--- config.mk ---
export PLATFORM = sky130hd
export DESIGN_NAME = infix_calculator_evaluator
export DESIGN_NICKNAME = d
export VERILOG_FILES = /design/src/rtl/core/ice_pkg.sv /design/src/rtl/core/ice_muldiv.sv /design/src/rtl/core/infix_calculator_evaluator.sv
export SDC_FILE = /design/constraint.sdc
export NUM_CORES = 1
export LEC_CHECK = 0
export BUFFER_PORTS_ARGS = -buffer_cell sky130_fd_sc_hd__buf_4
export CAP_MARGIN = 20
export CORE_MARGIN = 2
export CORE_UTILIZATION = 60
export DETAILED_ROUTE_END_ITERATION = 10
export GPL_ROUTABILITY_DRIVEN = 0
export PLACE_DENSITY_LB_ADDON = 0.3
export SLEW_MARGIN = 15
export SYNTH_ARGS = -nofsm -noshare
export SYNTH_HDL_FRONTEND = slang
export SYNTH_SLANG_ARGS = --single-unit
--- constraint.sdc ---
create_clock -name clk -period 6.2 [get_ports clk]
set_input_delay 0.62 -clock clk [delete_from_list [all_inputs] [get_ports clk]]
set_output_delay 0.62 -clock clk [all_outputs]
set_load 0.01 [all_outputs]
--- src/rtl/core/ice_pkg.sv ---
// Package for the infix calculator evaluator: operator codes, error codes,
// sequencer states and character constants. No dependencies.
package ice_pkg;

    typedef enum logic [1:0] {
        OP_START = 2'd0,
        OP_MUL   = 2'd1,
        OP_DIV   = 2'd2
    } op_t;

    typedef enum logic [1:0] {
        ERR_NONE  = 2'd0,
        ERR_DIV0  = 2'd1,
        ERR_OVF   = 2'd2,
        ERR_LIMIT = 2'd3
    } err_t;

    typedef enum logic [2:0] {
        ST_IDLE,
        ST_MUL,
        ST_DIV,
        ST_ADD,
        ST_OUT
    } state_t;

    localparam logic [7:0] CH_NUL   = 8'h00;
    localparam logic [7:0] CH_ZERO  = 8'h30;
    localparam logic [7:0] CH_NINE  = 8'h39;
    localparam logic [7:0] CH_PLUS  = 8'h2B;
    localparam logic [7:0] CH_MINUS = 8'h2D;
    localparam logic [7:0] CH_STAR  = 8'h2A;

    localparam logic [63:0] MAG_MAX = 64'h7FFF_FFFF_FFFF_FFFF;
    localparam logic [63:0] NEG_MIN = 64'h8000_0000_0000_0000;

endpackage

--- src/rtl/core/ice_muldiv.sv ---
// Shared shift-add multiplier / restoring divider, one bit per cycle.
// No dependencies.
module ice_muldiv
(
    input  logic        clk,
    input  logic        rst_n,
    input  logic        start,
    input  logic        is_div,
    input  logic [63:0] a,
    input  logic [31:0] b,
    output logic        done,
    output logic [63:0] quo,
    output logic        ovf
);

    logic        busy_reg, busy_next;
    logic        div_reg, div_next;
    logic [5:0]  cnt_reg, cnt_next;
    logic [63:0] acc_reg, acc_next;     // product or quotient
    logic [63:0] sh_reg, sh_next;       // multiplicand or dividend bits
    logic [32:0] rem_reg, rem_next;
    logic [31:0] b_reg, b_next;
    logic        ovf_reg, ovf_next;
    logic [64:0] sum;
    logic [32:0] trial;
    logic [32:0] rsh;

    always_comb
    begin
        busy_next = busy_reg;
        div_next  = div_reg;
        cnt_next  = cnt_reg;
        acc_next  = acc_reg;
        sh_next   = sh_reg;
        rem_next  = rem_reg;
        b_next    = b_reg;
        ovf_next  = ovf_reg;
        done      = 1'b0;
        sum       = {1'b0, acc_reg} + {1'b0, sh_reg};
        rsh       = {rem_reg[31:0], sh_reg[63]};
        trial     = rsh - {1'b0, b_reg};
        if (start)
        begin
            busy_next = 1'b1;
            div_next  = is_div;
            cnt_next  = is_div ? 6'd63 : 6'd31;
            acc_next  = '0;
            sh_next   = a;
            rem_next  = '0;
            b_next    = b;
            ovf_next  = 1'b0;
        end
        else if (busy_reg)
        begin
            if (div_reg)
            begin
                // restoring step: shift in next dividend bit
                sh_next = {sh_reg[62:0], 1'b0};
                if (!trial[32])
                begin
                    rem_next = trial;
                    acc_next = {acc_reg[62:0], 1'b1};
                end
                else
                begin
                    rem_next = rsh;
                    acc_next = {acc_reg[62:0], 1'b0};
                end
            end
            else
            begin
                // multiplier bit from LSB; shift multiplicand left
                if (b_reg[0])
                begin
                    acc_next = sum[63:0];
                    if (sum[64] || sum[63] || (sh_reg[63]))
                        ovf_next = 1'b1;
                end
                b_next = {1'b0, b_reg[31:1]};
                if (sh_reg[63] && (b_reg[31:1] != '0))
                    ovf_next = 1'b1;
                sh_next = {sh_reg[62:0], 1'b0};
            end
            cnt_next = cnt_reg - 6'd1;
            if (cnt_reg == 6'd0)
            begin
                busy_next = 1'b0;
                done      = 1'b1;
            end
        end
    end

    assign quo = acc_next;
    assign ovf = ovf_next;

    always_ff @(posedge clk or negedge rst_n)
    begin
        if (!rst_n)
        begin
            busy_reg <= 1'b0;
        end
        else
        begin
            busy_reg <= busy_next;
        end
    end

    always_ff @(posedge clk)
    begin
        div_reg <= div_next;
        cnt_reg <= cnt_next;
        acc_reg <= acc_next;
        sh_reg  <= sh_next;
        rem_reg <= rem_next;
        b_reg   <= b_next;
        ovf_reg <= ovf_next;
    end

endmodule

--- src/rtl/core/infix_calculator_evaluator.sv ---
// Infix calculator evaluator: one ASCII character per item, result at NUL.
// A digit or an ignored character is accepted without leaving ST_IDLE. An
// operator that closes a multiply or a divide goes through ST_MUL or ST_DIV,
// waiting on the shared one-bit-per-cycle multiply/divide unit; every operand is finished in ST_ADD.
// Results are signed fixed point with FRAC_BITS fraction bits, saturated on
// overflow. Depends on ice_pkg and ice_muldiv.
module infix_calculator_evaluator
#(
    parameter int MAX_CHARS    = 20,
    parameter int MAX_OPERANDS = 8,
    parameter int FRAC_BITS    = 24
)
(
    input  logic               clk,
    input  logic               rst_n,
    input  logic               in_valid,
    output logic               in_stall,
    input  logic [7:0]         char_code,
    output logic               out_valid,
    input  logic               out_stall,
    output logic signed [63:0] result_value,
    output logic [1:0]         error_code
);

    ice_pkg::state_t state_reg, state_next;
    logic [63:0] sum_reg, sum_next;
    logic [63:0] term_reg, term_next;
    logic        neg_reg, neg_next;
    logic [31:0] num_reg, num_next;
    ice_pkg::op_t op_reg, op_next;
    logic        amd_reg, amd_next;
    logic [4:0]  cc_reg, cc_next;
    logic [3:0]  oc_reg, oc_next;
    ice_pkg::err_t err_reg, err_next;
    logic [7:0]  ch_reg, ch_next;        // operator that caused the close
    logic [63:0] res_reg, res_next;
    logic [1:0]  rerr_reg, rerr_next;
    logic        ov_reg, ov_next;

    logic        md_start, md_div, md_done, md_ovf;
    logic [63:0] md_quo;
    logic        acc;
    logic [35:0] digit_v;
    logic [63:0] addend, addsum;
    logic        add_ovf;
    logic [63:0] sat_neg, sat_pos;

    ice_muldiv u_md
    (
        .clk    (clk),
        .rst_n  (rst_n),
        .start  (md_start),
        .is_div (md_div),
        .a      (term_reg),
        .b      (num_reg),
        .done   (md_done),
        .quo    (md_quo),
        .ovf    (md_ovf)
    );

    assign in_stall     = (state_reg != ice_pkg::ST_IDLE);
    assign acc          = in_valid && !in_stall;
    assign out_valid    = ov_reg;
    assign result_value = res_reg;
    assign error_code   = rerr_reg;

    assign sat_neg = ice_pkg::NEG_MIN;
    assign sat_pos = ice_pkg::MAG_MAX;
    assign addend  = neg_reg ? (~term_reg + 64'd1) : term_reg;
    assign addsum  = sum_reg + addend;
    assign add_ovf = (sum_reg[63] == addend[63]) && (addsum[63] != sum_reg[63]);
    assign digit_v = ({4'd0, num_reg} << 3) + ({4'd0, num_reg} << 1)
                   + {28'd0, char_code - ice_pkg::CH_ZERO};

    always_comb
    begin
        state_next = state_reg;
        sum_next = sum_reg; term_next = term_reg; neg_next = neg_reg;
        num_next = num_reg; op_next = op_reg; amd_next = amd_reg;
        cc_next = cc_reg; oc_next = oc_reg; err_next = err_reg;
        ch_next = ch_reg; res_next = res_reg; rerr_next = rerr_reg;
        ov_next = ov_reg;
        md_start = 1'b0;
        md_div   = (op_reg == ice_pkg::OP_DIV);
        if (ov_reg && !out_stall)
            ov_next = 1'b0;
        case (state_reg)
            ice_pkg::ST_IDLE:
            begin
                if (acc)
                begin
                    if (char_code == ice_pkg::CH_NUL)
                    begin
                        ch_next = char_code;
                        if (err_reg != ice_pkg::ERR_NONE)
                            state_next = ice_pkg::ST_OUT;
                        else if (oc_reg >= 4'(MAX_OPERANDS))
                        begin
                            err_next = ice_pkg::ERR_LIMIT;
                            state_next = ice_pkg::ST_OUT;
                        end
                        else
                        begin
                            oc_next = oc_reg + 4'd1;
                            case (op_reg)
                                ice_pkg::OP_MUL:
                                begin
                                    md_start = 1'b1;
                                    state_next = ice_pkg::ST_MUL;
                                end
                                ice_pkg::OP_DIV:
                                begin
                                    if (num_reg == '0)
                                    begin
                                        err_next = ice_pkg::ERR_DIV0;
                                        state_next = ice_pkg::ST_OUT;
                                    end
                                    else
                                    begin
                                        md_start = 1'b1;
                                        state_next = ice_pkg::ST_DIV;
                                    end
                                end
                                default:
                                begin
                                    term_next = 64'({32'd0, num_reg}) << FRAC_BITS;
                                    num_next = '0;
                                    state_next = ice_pkg::ST_ADD;
                                end
                            endcase
                        end
                    end
                    else if (err_reg != ice_pkg::ERR_NONE)
                    begin
                        // drop characters after an error
                    end
                    else if (cc_reg >= 5'(MAX_CHARS - 1))
                        err_next = ice_pkg::ERR_LIMIT;
                    else
                    begin
                        cc_next = cc_reg + 5'd1;
                        amd_next = 1'b0;
                        if (amd_reg && char_code == ice_pkg::CH_MINUS)
                            neg_next = !neg_reg;
                        else if (char_code >= ice_pkg::CH_ZERO
                                 && char_code <= ice_pkg::CH_NINE)
                        begin
                            if (digit_v[35:32] != '0)
                            begin
                                err_next = ice_pkg::ERR_OVF;
                                sum_next = neg_reg ? sat_neg : sat_pos;
                            end
                            else
                                num_next = digit_v[31:0];
                        end
                        else
                        begin
                            ch_next = char_code;
                            if (oc_reg >= 4'(MAX_OPERANDS))
                                err_next = ice_pkg::ERR_LIMIT;
                            else
                            begin
                                oc_next = oc_reg + 4'd1;
                                case (op_reg)
                                    ice_pkg::OP_MUL:
                                    begin
                                        md_start = 1'b1;
                                        state_next = ice_pkg::ST_MUL;
                                    end
                                    ice_pkg::OP_DIV:
                                    begin
                                        if (num_reg == '0)
                                            err_next = ice_pkg::ERR_DIV0;
                                        else
                                        begin
                                            md_start = 1'b1;
                                            state_next = ice_pkg::ST_DIV;
                                        end
                                    end
                                    default:
                                    begin
                                        term_next = 64'({32'd0, num_reg})
                                                    << FRAC_BITS;
                                        num_next = '0;
                                        state_next = ice_pkg::ST_ADD;
                                    end
                                endcase
                            end
                        end
                    end
                end
            end
            ice_pkg::ST_MUL, ice_pkg::ST_DIV:
            begin
                if (md_done)
                begin
                    if (state_reg == ice_pkg::ST_MUL && md_ovf && num_reg != '0)
                    begin
                        err_next = ice_pkg::ERR_OVF;
                        sum_next = neg_reg ? sat_neg : sat_pos;
                        state_next = (ch_reg == ice_pkg::CH_NUL)
                                     ? ice_pkg::ST_OUT : ice_pkg::ST_IDLE;
                    end
                    else
                    begin
                        term_next = md_quo;
                        num_next = '0;
                        state_next = ice_pkg::ST_ADD;
                    end
                end
            end
            ice_pkg::ST_ADD:
            begin
                // finish the operand: add term or set up the next op
                if (ch_reg == ice_pkg::CH_NUL || ch_reg == ice_pkg::CH_PLUS
                    || ch_reg == ice_pkg::CH_MINUS)
                begin
                    if (add_ovf)
                    begin
                        err_next = ice_pkg::ERR_OVF;
                        sum_next = sum_reg[63] ? sat_neg : sat_pos;
                    end
                    else
                    begin
                        sum_next = addsum;
                        neg_next = (ch_reg == ice_pkg::CH_MINUS);
                        term_next = '0;
                        op_next = ice_pkg::OP_START;
                    end
                end
                else
                begin
                    op_next = (ch_reg == ice_pkg::CH_STAR)
                              ? ice_pkg::OP_MUL : ice_pkg::OP_DIV;
                    amd_next = 1'b1;
                end
                state_next = (ch_reg == ice_pkg::CH_NUL)
                             ? ice_pkg::ST_OUT : ice_pkg::ST_IDLE;
            end
            ice_pkg::ST_OUT:
            begin
                if (!ov_reg)
                begin
                    res_next = (err_reg == ice_pkg::ERR_NONE
                                || err_reg == ice_pkg::ERR_OVF) ? sum_reg : '0;
                    rerr_next = err_reg;
                    ov_next = 1'b1;
                    sum_next = '0; term_next = '0; neg_next = 1'b0;
                    num_next = '0; op_next = ice_pkg::OP_START;
                    amd_next = 1'b0; cc_next = '0; oc_next = '0;
                    err_next = ice_pkg::ERR_NONE;
                    state_next = ice_pkg::ST_IDLE;
                end
            end
            default:
            begin
                state_next = ice_pkg::ST_IDLE;
            end
        endcase
    end

    always_ff @(posedge clk or negedge rst_n)
    begin
        if (!rst_n)
        begin
            state_reg <= ice_pkg::ST_IDLE;
            sum_reg <= '0; term_reg <= '0; neg_reg <= 1'b0;
            num_reg <= '0; op_reg <= ice_pkg::OP_START; amd_reg <= 1'b0;
            cc_reg <= '0; oc_reg <= '0; err_reg <= ice_pkg::ERR_NONE;
            ov_reg <= 1'b0;
        end
        else
        begin
            state_reg <= state_next;
            sum_reg <= sum_next; term_reg <= term_next; neg_reg <= neg_next;
            num_reg <= num_next; op_reg <= op_next; amd_reg <= amd_next;
            cc_reg <= cc_next; oc_reg <= oc_next; err_reg <= err_next;
            ov_reg <= ov_next;
        end
    end

    always_ff @(posedge clk)
    begin
        ch_reg   <= ch_next;
        res_reg  <= res_next;
        rerr_reg <= rerr_next;
    end

endmodule
# [Word-level counts from Yosys, hierarchy flattened]
# Index checks and enable logic that the tools add are counted.
[word_totals] in_bits=12 output_inout_bits=68 register_bits=454 elab_cells=290
[classes] add_sub_neg=10 n_reduce_logical=49 n_mux=159 order_cmp=4 eq_ne=44 n_bitwise=2
[op_table] op="64-bit two-way mux" count=34
[op_table] op="32-bit two-way mux" count=17
[op_table] op="64-bit case mux with 4 select lines" count=2
[op_table] op="32-bit case mux with 3 select lines" count=1
[op_table] op="64-bit by 64-bit adder with 65-bit output" count=1
[op_table] op="64-bit by 1-bit adder with 64-bit output (second input constant)" count=1
[op_table] op="64-bit adder" count=1
[op_table] op="64-bit NOT" count=1
[op_table] op="3-bit two-way mux" count=15
[op_table] op="2-bit inequality test (second input constant)" count=21
[op_table] op="8-bit two-way mux" count=5
[op_table] op="1-bit two-way mux" count=39
[op_table] op="2-bit two-way mux" count=19
[op_table] op="35-bit by 33-bit adder with 36-bit output" count=1
[op_table] op="36-bit by 8-bit adder with 36-bit output" count=1
[op_table] op="4-bit two-way mux" count=9
[op_table] op="33-bit by 32-bit subtractor with 33-bit output" count=1
[op_table] op="8-bit by 6-bit equality test with 1-bit output (second input constant)" count=4
[op_table] op="32-bit logical NOT" count=1
[op_table] op="32-bit nonzero test" count=1
[op_table] op="31-bit nonzero test" count=1
[op_table] op="9-bit AND reduction" count=3
[op_table] op="5-bit two-way mux" count=5
[op_table] op="6-bit two-way mux" count=3
[op_table] op="45 further kinds" count=81

# [Longest topological paths before layout]
[depth] word_depth=17 ltp_mapped=25 mapped_depth_nobuf=22

# [Hierarchy]
# Synthesis repeated with hierarchy kept, for this count alone.
[unflattened] cells_unflattened=3550 area_unflattened_um2=32144.6
[by_module_without_submodules] mod="infix_calculator_evaluator" instances=1 seq_area_each_um2=6701.4 cells_per_inst=1921 area_each_um2=17714.5
[by_module_without_submodules] mod="ice_muldiv" instances=1 seq_area_each_um2=5059.9 cells_per_inst=1629 area_each_um2=14430.1

# [Worst setup path before layout]
# No wires, ideal clock.
[synth_timing] path_kind="reg-to-reg" from="reg term_reg[12]" to="reg term_reg[28]" t_required_ns=6.075 synth_period_minus_slack_ns=5.675 setup_ns=0.125 stages_incl_launch_ff=25 path_buffers=2 arrival_time_ns=5.550 path_slack_ns=0.525 path_cell_list="dfrtp_1 or4_4 nor4b_4 nand2_1 nor2_1 nand3_1 inv_1 nand3_1 or2_2 nand2b_1 o31ai_1 xnor2_1 ha_1 clkbuf_1 a21o_1 a211oi_1 nand2_1 o21ai_0 nor3_1 o21a_1 or2_1 nor2_4 o2111ai_4 buf_12 mux2_4"
[synth_between] elab_chain_cells=8 elab_cells_between_ends=9 classes_between="add/sub: 2; eq/ne: 3; mux: 1; bitwise: 1; reduce/logical: 2"
[synth_rtl] item="start, declared" line="infix_calculator_evaluator.sv:27" rtl="logic [63:0] term_reg, term_next;"
[synth_rtl] item="start signal, assigned" line="infix_calculator_evaluator.sv:275" rtl="sum_reg <= sum_next; term_reg <= term_next; neg_reg <= neg_next;"
[synth_rtl] item="64-bit NOT" line="infix_calculator_evaluator.sv:69" rtl="assign addend = neg_reg ? (~term_reg + 64'd1) : term_reg;"
[synth_rtl] item="64-bit by 1-bit adder with 64-bit output" line="infix_calculator_evaluator.sv:69"
[synth_rtl] item="64-bit two-way mux *" line="infix_calculator_evaluator.sv:69"
[synth_rtl] item="64-bit adder" line="infix_calculator_evaluator.sv:70" rtl="assign addsum = sum_reg + addend;"
[synth_rtl] item="1-bit inequality test" line="infix_calculator_evaluator.sv:71" rtl="assign add_ovf = (sum_reg[63] == addend[63]) && (addsum[63] != sum_reg[63]);"
[synth_rtl] item="1-bit logical AND *" line="infix_calculator_evaluator.sv:71"
[synth_rtl] item="2-bit inequality test (no source line) *"
[synth_rtl] item="11-bit AND reduction (no source line) *"
# Mark *: on every way between the ends. The rest lies on a longest branch, timed or not.
# A chain may end at the register's enable or synchronous reset.

# [Worst setup path after layout]
[layout_timing] from="reg term_reg[14]" to="reg term_reg[49]"
# Same word-level chain as after synthesis.

==> out/qor.txt <==
Critical Path End Type = flip-flop
Via-to-Cell Ratio = 6.677
synth warn = 0
Crit Path Max Fanout = 32
slowest CP cell = or4_4
syn nets = 4018
crit-path cells = or4_4 -> nor4b_4 -> nand2_1 -> nor2_1 -> nand3_1 -> inv_1 -> nand3_1 -> or2_2 -> nand2b_1 -> o31ai_2 -> xnor2_1 -> ha_1 -> a21o_1 -> a211oi_1 -> nand2_1 -> o21ai_0 -> buf_4 -> a2111oi_4 -> or2_1 -> nor2_4 -> o2111ai_4 -> buf_12 -> mux2_4
Rel. slew slack = 24.91%
Die Y = 238.0 um
clk buf depth = 3
most frequent cells in the layout = nand2_1 (448), o21ai_0 (312), a21oi_1 (263)
run status = completed
Syn-to-layout area delta = 8.947%
global-route wire length before repair = 151.7 mm
Cell Area, Synth = 32860 um^2
crit path to = term_reg[49]
CTS tree = yes
filler cell count in the final layout = 4454
initial antenna violation count = 1
Hold Crit Class = in2async
R2R Setup Slk = 0.29 ns
die area = 56660 um^2
Final period util = 95.32%
vias in the first global route = 28050
reg2reg path depth = 23
ys flop type = dfrtp_1
sequential cell area fraction in the yosys report = 35.79%
Critical Path RT = 6.68 ns
H-tree depth = 2
Setup Skew = 0.03973 ns
clk root buf = clkbuf_16
Iter 0 DRT Violations = 3742
nets = 4007
Setup WS post-layout = 0.2904 ns
Setup TNS = 0 ns
num rows = 85
Pre-Repair DR Iteration Count = 6
CTS sink cnt = 454
CORE AREA = 54030 um^2
reg2reg start = term_reg[14]
Critical Path AT = 6.39 ns
routed vias = 30010
final setup vio count = 0
synth unique cells = 102
crit path launch type = flip-flop
Final Hold Viols = 0
Tightest Pin Transition = 1.124 ns
Die X = 238.0 um
num ports = 80
fmax = 0.1692 GHz
dpl hpwl = 70.30 mm
number of port buffers = 79
number of flops mapped to enable cells by yosys = 177
Hold WS = 0.01209 ns
Core Util, Final = 66.27%
Routed Antenna Nets = 0
largest net degree at the start of global routing = 107
Total GRT Usage = 33.17%
wire per inst = 21.21 um
layout cells sized above 1 = 8.243%
CP Class = reg2reg
syn avg cell area = 8.722 um^2
Worst Setup SP = term_reg[14]
Starting Density = 60.83%
synthesized flop and latch total = 454
Final min period = 5.910 ns
cts bufs inserted = 48
Final Max Tran Viols = 0
Clock Pin Slew Worst Setup and Hold Paths = 0.07 ns
Detailed Route WL = 95.30 mm
Async SR Flop Fraction = 39.65%
sequential cell area = 11770 um^2
total global routing overflow = 0
later-pin clock latency in the skew report = 0.63 ns
Mapped Cells = 3768
Setup WS pre-CTS = 0.3388 ns
crit-path max cell delay = 0.58 ns
DRC viols = 0
Max-cap violations = 0
worst r2r dst = term_reg[49]
multi-input logic area = 19910 um^2
commonest non-fill, non-tap cell in the layout = nand2_1
[layer usage]
layer	share of wire [%]	track usage (%)
met1	42	45.42
met2	45	53.30
met3	9.0	4.951
met4	3.8	12.67
met5	0.014	0
[cell usage after synthesis (36+ instances only)]
cell / count / area share [%]
a211oi_1: 49 / 1.1
a21o_1: 123 / 2.8
a21oi_1: 264 / 4.0
a22o_1: 75 / 2.0
a31oi_1: 78 / 1.5
clkbuf_1: 173 / 2.0
dfrtp_1: 180 / 14
dfxtp_1: 97 / 5.9
edfxtp_1: 177 / 16
ha_1: 229 / 8.7
inv_1: 109 / 1.2
nand2_1: 448 / 5.1
nand2b_1: 36 / 0.69
nand3_1: 82 / 1.2
nand4_1: 58 / 1.1
nor2_1: 231 / 2.6
nor2b_1: 124 / 2.4
nor3_1: 79 / 1.2
o21a_1: 37 / 0.85
o21ai_0: 312 / 4.8
o31ai_1: 46 / 1.1
xnor2_1: 169 / 4.5
xor2_1: 55 / 1.5
[how the worst min path moves through the flow]
stage / end / slack, ns / depth (start not counted)
floorplan: amd_reg / 0.32 / 0
global placement: amd_reg / 0.49 / 2
detailed placement: u_md.rem_reg[30] / 0.50 / 2
CTS: num_reg[27] / 0.01 / 1
global route: num_reg[28] / 0.04 / 1
finish: num_reg[27] / 0.01 / 1
[worst max-delay path, delay by kind of cell, from the launching register on]
kind | cells | cell delay (ns)
muxes | 1 | 0.32
AOI/OAI and AO/OA | 6 | 1.12
adders and majority gates | 1 | 0.26
and+or+nand+nor | 11 | 2.84
xor gates and xnor gates | 1 | 0.15
buffers and inverters | 3 | 0.60
DFF | 1 | 0.43
[final cells by class]
class / count / share of cell area [%]
Multi-Input combinational cell: 3002 / 55.60
Sequential cell: 454 / 32.86
Clock buffer: 62 / 3.725
Timing Repair Buffer: 139 / 3.267
Tap cell: 696 / 2.432
Inverter: 112 / 1.181
Clock inverter: 28 / 0.9296
Antenna cell: 1 / 0.006989
[repair_timing]
item	CTS	global route
hold buffers	0	0
setup buffers	0	2
resized for setup	0	5
endpoints found under the setup margin	0	62
[logic make-up (layout without fill, tap and decap cells)]
family          after synthesis  after routing  share of synthesized area [%]
mux                          50             50                          1.942
compound gates             1240           1240                          24.71
fa+ha+maj                   239            239                          9.297
xor+xnor                    224            224                          5.970
flops                       454            454                          35.79
buf+inv                     312            341                          3.807
simple gates               1249           1249                          18.49
other cells                   0              1                              0
[stage by stage]
step,cells,instance area (um^2)
after floorplan,3768,32860
after global placement,4401,34090
after detailed placement,4401,34090
after CTS,4491,35760
after global routing,4493,35800
final,4494,35800
Power is left out: the tool's default activity adds up to more than one toggle a clock period on the data nets, which glitch-free logic cannot reach.
